[src/rtl/kvbt_pkg.sv]
// Shared constants, codes and types of the KV block table address translator.
package kvbt_pkg;

    // Sizing
    localparam int MAX_BATCHES          = 16;
    localparam int MAX_BLOCKS_PER_BATCH = 256;
    localparam int TOKENS_PER_BLOCK     = 128;

    localparam int BATCH_IDX_W  = $clog2(MAX_BATCHES);
    localparam int COL_IDX_W    = $clog2(MAX_BLOCKS_PER_BATCH);
    localparam int TABLE_DEPTH  = MAX_BATCHES * MAX_BLOCKS_PER_BATCH;
    localparam int TABLE_ADDR_W = $clog2(TABLE_DEPTH);
    localparam int TOKEN_LO_W   = $clog2(TOKENS_PER_BLOCK);

    // Field widths
    localparam int MODE_W       = 2;
    localparam int BATCH_W      = 4;
    localparam int COLUMN_W     = 8;
    localparam int ENTRY_W      = 32;
    localparam int COUNT_W      = 16;
    localparam int POS_W        = 32;
    localparam int STATUS_W     = 3;
    localparam int OFFSET_W     = 54;
    localparam int ROW_BYTES_W  = 16;
    localparam int COL_LIMIT_W  = 9;

    // Derived datapath widths
    localparam int POS_COL_W    = POS_W - 1 - TOKEN_LO_W;   // column of a non-negative position
    localparam int ROW_W        = ENTRY_W - 1 + TOKEN_LO_W; // block * tokens per block + position
    localparam int PROD_W       = ROW_W + ROW_BYTES_W;
    localparam int LIMIT_CMP_W  = (POS_COL_W > COL_LIMIT_W) ? POS_COL_W : COL_LIMIT_W;
    localparam int COUNT_MAX    = (1 << COUNT_W) - 1;

    // Configuration port
    localparam int APB_ADDR_W   = 4;
    localparam int APB_DATA_W   = 32;
    localparam int REG_IDX_W    = 2;

    localparam logic [REG_IDX_W-1:0] REG_ROW_BYTES   = 2'd0;
    localparam logic [REG_IDX_W-1:0] REG_SRC_BLOCKS  = 2'd1;
    localparam logic [REG_IDX_W-1:0] REG_DST_BLOCKS  = 2'd2;
    localparam logic [REG_IDX_W-1:0] REG_COPY_CAP    = 2'd3;

    localparam logic [ROW_BYTES_W-1:0] ROW_BYTES_RST  = 16'd656;
    localparam logic [COL_LIMIT_W-1:0] SRC_BLOCKS_RST = 9'd256;
    localparam logic [COL_LIMIT_W-1:0] DST_BLOCKS_RST = 9'd256;
    localparam logic [COUNT_W-1:0]     COPY_CAP_RST   = 16'd1024;

    typedef enum logic [MODE_W-1:0] {
        MODE_RESOLVE   = 2'd0,
        MODE_WR_SRC    = 2'd1,
        MODE_WR_DST    = 2'd2,
        MODE_WR_COUNT  = 2'd3
    } mode_t;

    typedef enum logic [STATUS_W-1:0] {
        ST_VALID        = 3'd0,
        ST_BEYOND_COUNT = 3'd1,
        ST_NEG_ID       = 3'd2,
        ST_COL_RANGE    = 3'd3,
        ST_UNMAPPED     = 3'd4
    } status_t;

    // Table RAM write/read control
    typedef struct packed {
        logic                    we;
        logic [TABLE_ADDR_W-1:0] waddr;
        logic [ENTRY_W-1:0]      wdata;
        logic                    re;
        logic [TABLE_ADDR_W-1:0] raddr;
    } ram_ctrl_t;

endpackage

[src/rtl/kvbt_offset_mul.sv]
// Registered row-to-byte-offset multiplier.
module kvbt_offset_mul
    import kvbt_pkg::*;
(
    input  logic                   clk,
    input  logic                   en,
    input  logic [ROW_W-1:0]       row,
    input  logic [ROW_BYTES_W-1:0] row_bytes,
    output logic [OFFSET_W-1:0]    offset
);
    logic [PROD_W-1:0]   prod;
    logic [OFFSET_W-1:0] offset_reg;

    assign prod = PROD_W'(row) * PROD_W'(row_bytes);

    // offset wraps modulo 2^OFFSET_W
    always_ff @(posedge clk)
    begin
        if (en)
        begin
            offset_reg <= OFFSET_W'(prod);
        end
    end

    assign offset = offset_reg;
endmodule

[config.mk]
export PLATFORM = sky130hd
export DESIGN_NAME = kvbt_offset_mul
export DESIGN_NICKNAME = d
export VERILOG_FILES = /design/src/rtl/kvbt_pkg.sv /design/src/rtl/kvbt_offset_mul.sv
export SDC_FILE = /design/constraint.sdc
export NUM_CORES = 1
export LEC_CHECK = 0
export BUFFER_PORTS_ARGS = -buffer_cell sky130_fd_sc_hd__buf_2
export CAP_MARGIN = 20
export CORE_ASPECT_RATIO = 2
export CORE_MARGIN = 3
export CORE_UTILIZATION = 40
export DETAILED_ROUTE_END_ITERATION = 7
export GPL_ROUTABILITY_DRIVEN = 0
export HOLD_SLACK_MARGIN = 0.08
export PLACE_DENSITY_LB_ADDON = 0.1
export SETUP_SLACK_MARGIN = 0.15
export SLEW_MARGIN = 20
export SYNTH_ARGS = -nofsm -noshare
export SYNTH_HDL_FRONTEND = slang
export SYNTH_SLANG_ARGS = --single-unit
[constraint.sdc]
create_clock -name clk -period 20 [get_ports clk]
set_input_delay 3 -clock clk [delete_from_list [all_inputs] [get_ports clk]]
set_output_delay 3 -clock clk [all_outputs]
set_load 0.01 [all_outputs]
# After elaboration in Yosys (flattened, before gate mapping)
# Cells that the tools add are included.
[totals]
reg_bits = 54
input_bits = 56
out_inout_bits = 54
elab_cells = 2
[op_classes]
multipliers = 1
[ops]
columns = ["op", "n"]
rows = [
  ["38-bit by 16-bit multiplier with 54-bit output", 1],
]

# Logic depth before layout (Yosys ltp)
[depth]
depth_word = 1
depth_mapped = 25
depth_no_buf = 23

# Least setup slack after synthesis
# OpenSTA, ideal clock, no wires.
[synth_path]
kind = "input -> register"
start = "input row_bytes[7]"
end = "register offset_reg[53] (netlist: offset[53]), data pin"
setup_ns = 0.259
arrival_time_ns = 8.700
required_time_ns = 19.741
setup_slack_ns = 11.041
path_stages = 25
n_path_buf = 3
cell_sequence = "clkbuf_1 > clkbuf_1 > nand2_1 > fa_1 > inv_1 > fa_1 > inv_1 > fa_1 > inv_1 > fa_1 > fa_1 > inv_1 > fa_1 > inv_1 > ha_1 > buf_2 > nand2_1 > nor2_2 > nand4_4 > a2111oi_4 > o21ai_2 > o31a_1 > o21ai_1 > a21oi_1 > xnor2_1"
[synth_via]
elab_chain_len = 1
[synth_rtl]
columns = ["item", "line", "rtl"]
rows = [
  ["from (decl)", "kvbt_offset_mul.sv:8", "input logic [ROW_BYTES_W-1:0] row_bytes,"],
  ["38-bit by 16-bit multiplier with 54-bit output", "kvbt_offset_mul.sv:14", "assign prod = PROD_W'(row) * PROD_W'(row_bytes);"],
  ["via prod[53]", "kvbt_offset_mul.sv:11", "logic [PROD_W-1:0] prod;"],
  ["to (signal assigned)", "kvbt_offset_mul.sv:21", "offset_reg <= OFFSET_W'(prod);"],
  ["to (decl)", "kvbt_offset_mul.sv:12", "logic [OFFSET_W-1:0] offset_reg;"],
]
# The timed path passes the listed nets, and every way through them passes these cells.
# A chain may end at the register's enable or synchronous reset.

# Final worst setup path
[layout_path]
start = "input row_bytes[2]"
end = "register offset_reg[52] (netlist: offset[52]), data pin"
# Same word-level chain as after synthesis.

==> impl_metrics.ini <==
[floorplan]
fp.coreArea_um2 = 51100
die_w_um = 167
dieArea_um2 = 54900
ios = 110
start_util = 0.407
die_h_um = 328
num_rows = 117

[timing]
period_share = 0.506
worst_slack_ps = 9870
finalHoldViolCount = 0
setup_tns_ps = 0
drv_slew = 0
worst-slew-pin-transition_ps = 1090
slew_headroom = 0.276
setup_violations = 0
rsz0062_at_grt = no
max_freq_mhz = 98.7
period_minus_slack_ps = 10130

[cells_and_area]
largest_reg_flops = 54
fillers = 5234
drive_gt1_frac = 0.0615
area_growth_pct = 5.09
multiInputGateArea_um2 = 16600
regArea_um2 = 1620
final_common_cell = inv_1
num-nets-final = 2993
final_cell_mix = inv_1 (557), fa_1 (502), nand2_1 (447), and2_1 (202), ha_1 (126)

[logic_synthesis]
netlist_instances = 2313
syn-num-nets = 2997
syn_area_per_cell_um2 = 8.98
synth_edf_count = 54
synthDistinctLibCells = 61
async_reset_ff_frac = 0
ys_ff_latch = 54
yosysSeqAreaShare = 0.0780
yosys_most_used_dff = edfxtp_1
syn_area_um2 = 20800
yosysWarnings = 0

[worst_setup_path]
cp.required_ps = 20080
arrival_ps = 10210
setup.worst_path.class = input pin to flip-flop
cp-startpoint = row_bytes[2]
end_kind = flip-flop
crit_path_start_kind = input pin
path_max_fanout = 38

[cts]
clkSinkCount = 54
cts_tree = built
cts_resized = 0
cts_root_buffer = clkbuf_16
cts_buffers = 5
cts.reportedPaths.clkPinSlew_ps = 80
htree_levels = 2
hold_buffers = 0
cts_max_path_buffers = 2
cts_setup_buffers = 0

[hold_path]
hold_depth = 2
min_to = offset[0]$_DFFE_PP_
hp-class = input pin to flip-flop
hold_start = row[0]

[place]
io_buffers = 109
dpl.hpwl_um = 52500
post-place-ws_ps = 9560

[run]
drv_cap = 0

[routing]
drcViolationCount = 0
routedWlPerCell_um = 22.4
via_per_inst = 5.25
dr.pass1.iters = 6
ant_nets = 0
vias = 15600
wirelength_um = 66500
drt_iter0_markers = 787

[grt]
grt_pass1_wl_um = 103000
gr-total-overflow = 0
grt_pass1_vias = 18000
grtUsageTotal = 0.249
antenna_found_initial = 2
grt_start_max_net_pins = 55

[status]
status = finished clean
==> final cells by class <==
type	instances	share of cell area
Antenna cell	1	0.000115
Clock buffer	5	0.00573
Clock inverter	3	0.00132
Inverter	558	0.0959
Multi-Input combinational cell	1577	0.759
Sequential cell	54	0.0743
Tap cell	654	0.0375
Timing Repair Buffer	113	0.0264
==> how the worst max path moves through the flow <==
stage,end,slack [ps],depth (start not counted)
floorplan,offset[53]$_DFFE_PP_,11040,25
global placement,offset[52]$_DFFE_PP_,9620,21
detailed placement,offset[52]$_DFFE_PP_,9560,21
CTS,offset[52]$_DFFE_PP_,9920,21
global route,offset[52]$_DFFE_PP_,9640,21
finish,offset[52]$_DFFE_PP_,9870,21
==> kinds of logic (layout without fill, tap and decap cells) <==
group / count (synthesis) / in the layout / share of synthesized area
adder cells (fa/ha/maj): 628 / 628 / 0.560
multiplexers: 2 / 2 / 0.000963
AO/OA/AOI/OAI: 165 / 165 / 0.0536
AND/OR/NAND/NOR: 734 / 734 / 0.163
flip-flops: 54 / 54 / 0.0780
XOR/XNOR: 48 / 48 / 0.0202
other: 0 / 1 / 0
buffers and inverters: 682 / 679 / 0.125
==> Yosys cell counts, types with 2 or more instances <==
cell type | number | share of area
ha_1 | 126 | 0.076
nand4_1 | 13 | 0.0039
nor2_1 | 26 | 0.0047
a31oi_1 | 5 | 0.0015
o31a_1 | 2 | 0.00084
and3_1 | 5 | 0.0015
o21ai_0 | 21 | 0.0051
nor2b_1 | 2 | 0.00060
o21ai_1 | 6 | 0.0014
o22ai_1 | 3 | 0.00090
o31ai_2 | 2 | 0.0012
buf_4 | 2 | 0.00072
o21bai_1 | 7 | 0.0025
nand3_1 | 21 | 0.0051
o21a_1 | 7 | 0.0025
a211oi_1 | 4 | 0.0014
and2_1 | 202 | 0.061
o21ai_2 | 4 | 0.0017
nand2b_1 | 2 | 0.00060
buf_2 | 9 | 0.0022
o311ai_0 | 2 | 0.00084
a21oi_1 | 57 | 0.014
nor2_2 | 2 | 0.00060
inv_1 | 557 | 0.10
nand2_1 | 447 | 0.081
edfxtp_1 | 54 | 0.078
a21o_1 | 23 | 0.0083
xor2_1 | 18 | 0.0076
a21oi_2 | 2 | 0.00084
xnor2_1 | 30 | 0.013
mux2i_1 | 2 | 0.00096
nor3_1 | 8 | 0.0019
o41ai_1 | 2 | 0.00084
or3_1 | 2 | 0.00060
fa_1 | 502 | 0.48
clkbuf_1 | 111 | 0.020
==> worst max-delay path, cell delays in order <==
cell and delay, ps:
buf_2 800, nand2_1 170, fa_1 580, fa_1 520
fa_1 520, inv_1 60, fa_1 500, fa_1 540
inv_1 50, fa_1 570, inv_1 70, ha_1 400
a21oi_1 380, o21ai_1 130, a21oi_1 170, o21ai_1 120
a32oi_1 330, a21oi_2 190, a21boi_4 430, mux2i_1 140
a2111oi_1 510
==> through the flow <==
step	hold slack (ps)	utilization	std cells	instance area [um^2]
finish	3260	0.427	2965	21800
CTS	3250	0.427	2964	21800
detailed placement	3410	0.424	2956	21700
global route	3270	0.427	2964	21800
global placement	3410	0.424	2956	21700
floorplan	3110	-	2313	20800
==> routing by layer <==
metal | share of wire | global-route usage | vias to the layer above
met2 | 0.57 | 0.495 | 471
met3 | 0.032 | 0.0221 | 176
li1 | - | - | 6736
met4 | 0.085 | 0.173 | 2
met5 | 0.00024 | 0 | -
met1 | 0.31 | 0.236 | 8182
Power is not shown: default switching activity piles up to over one toggle a cycle in this logic, so the estimate is an artifact.
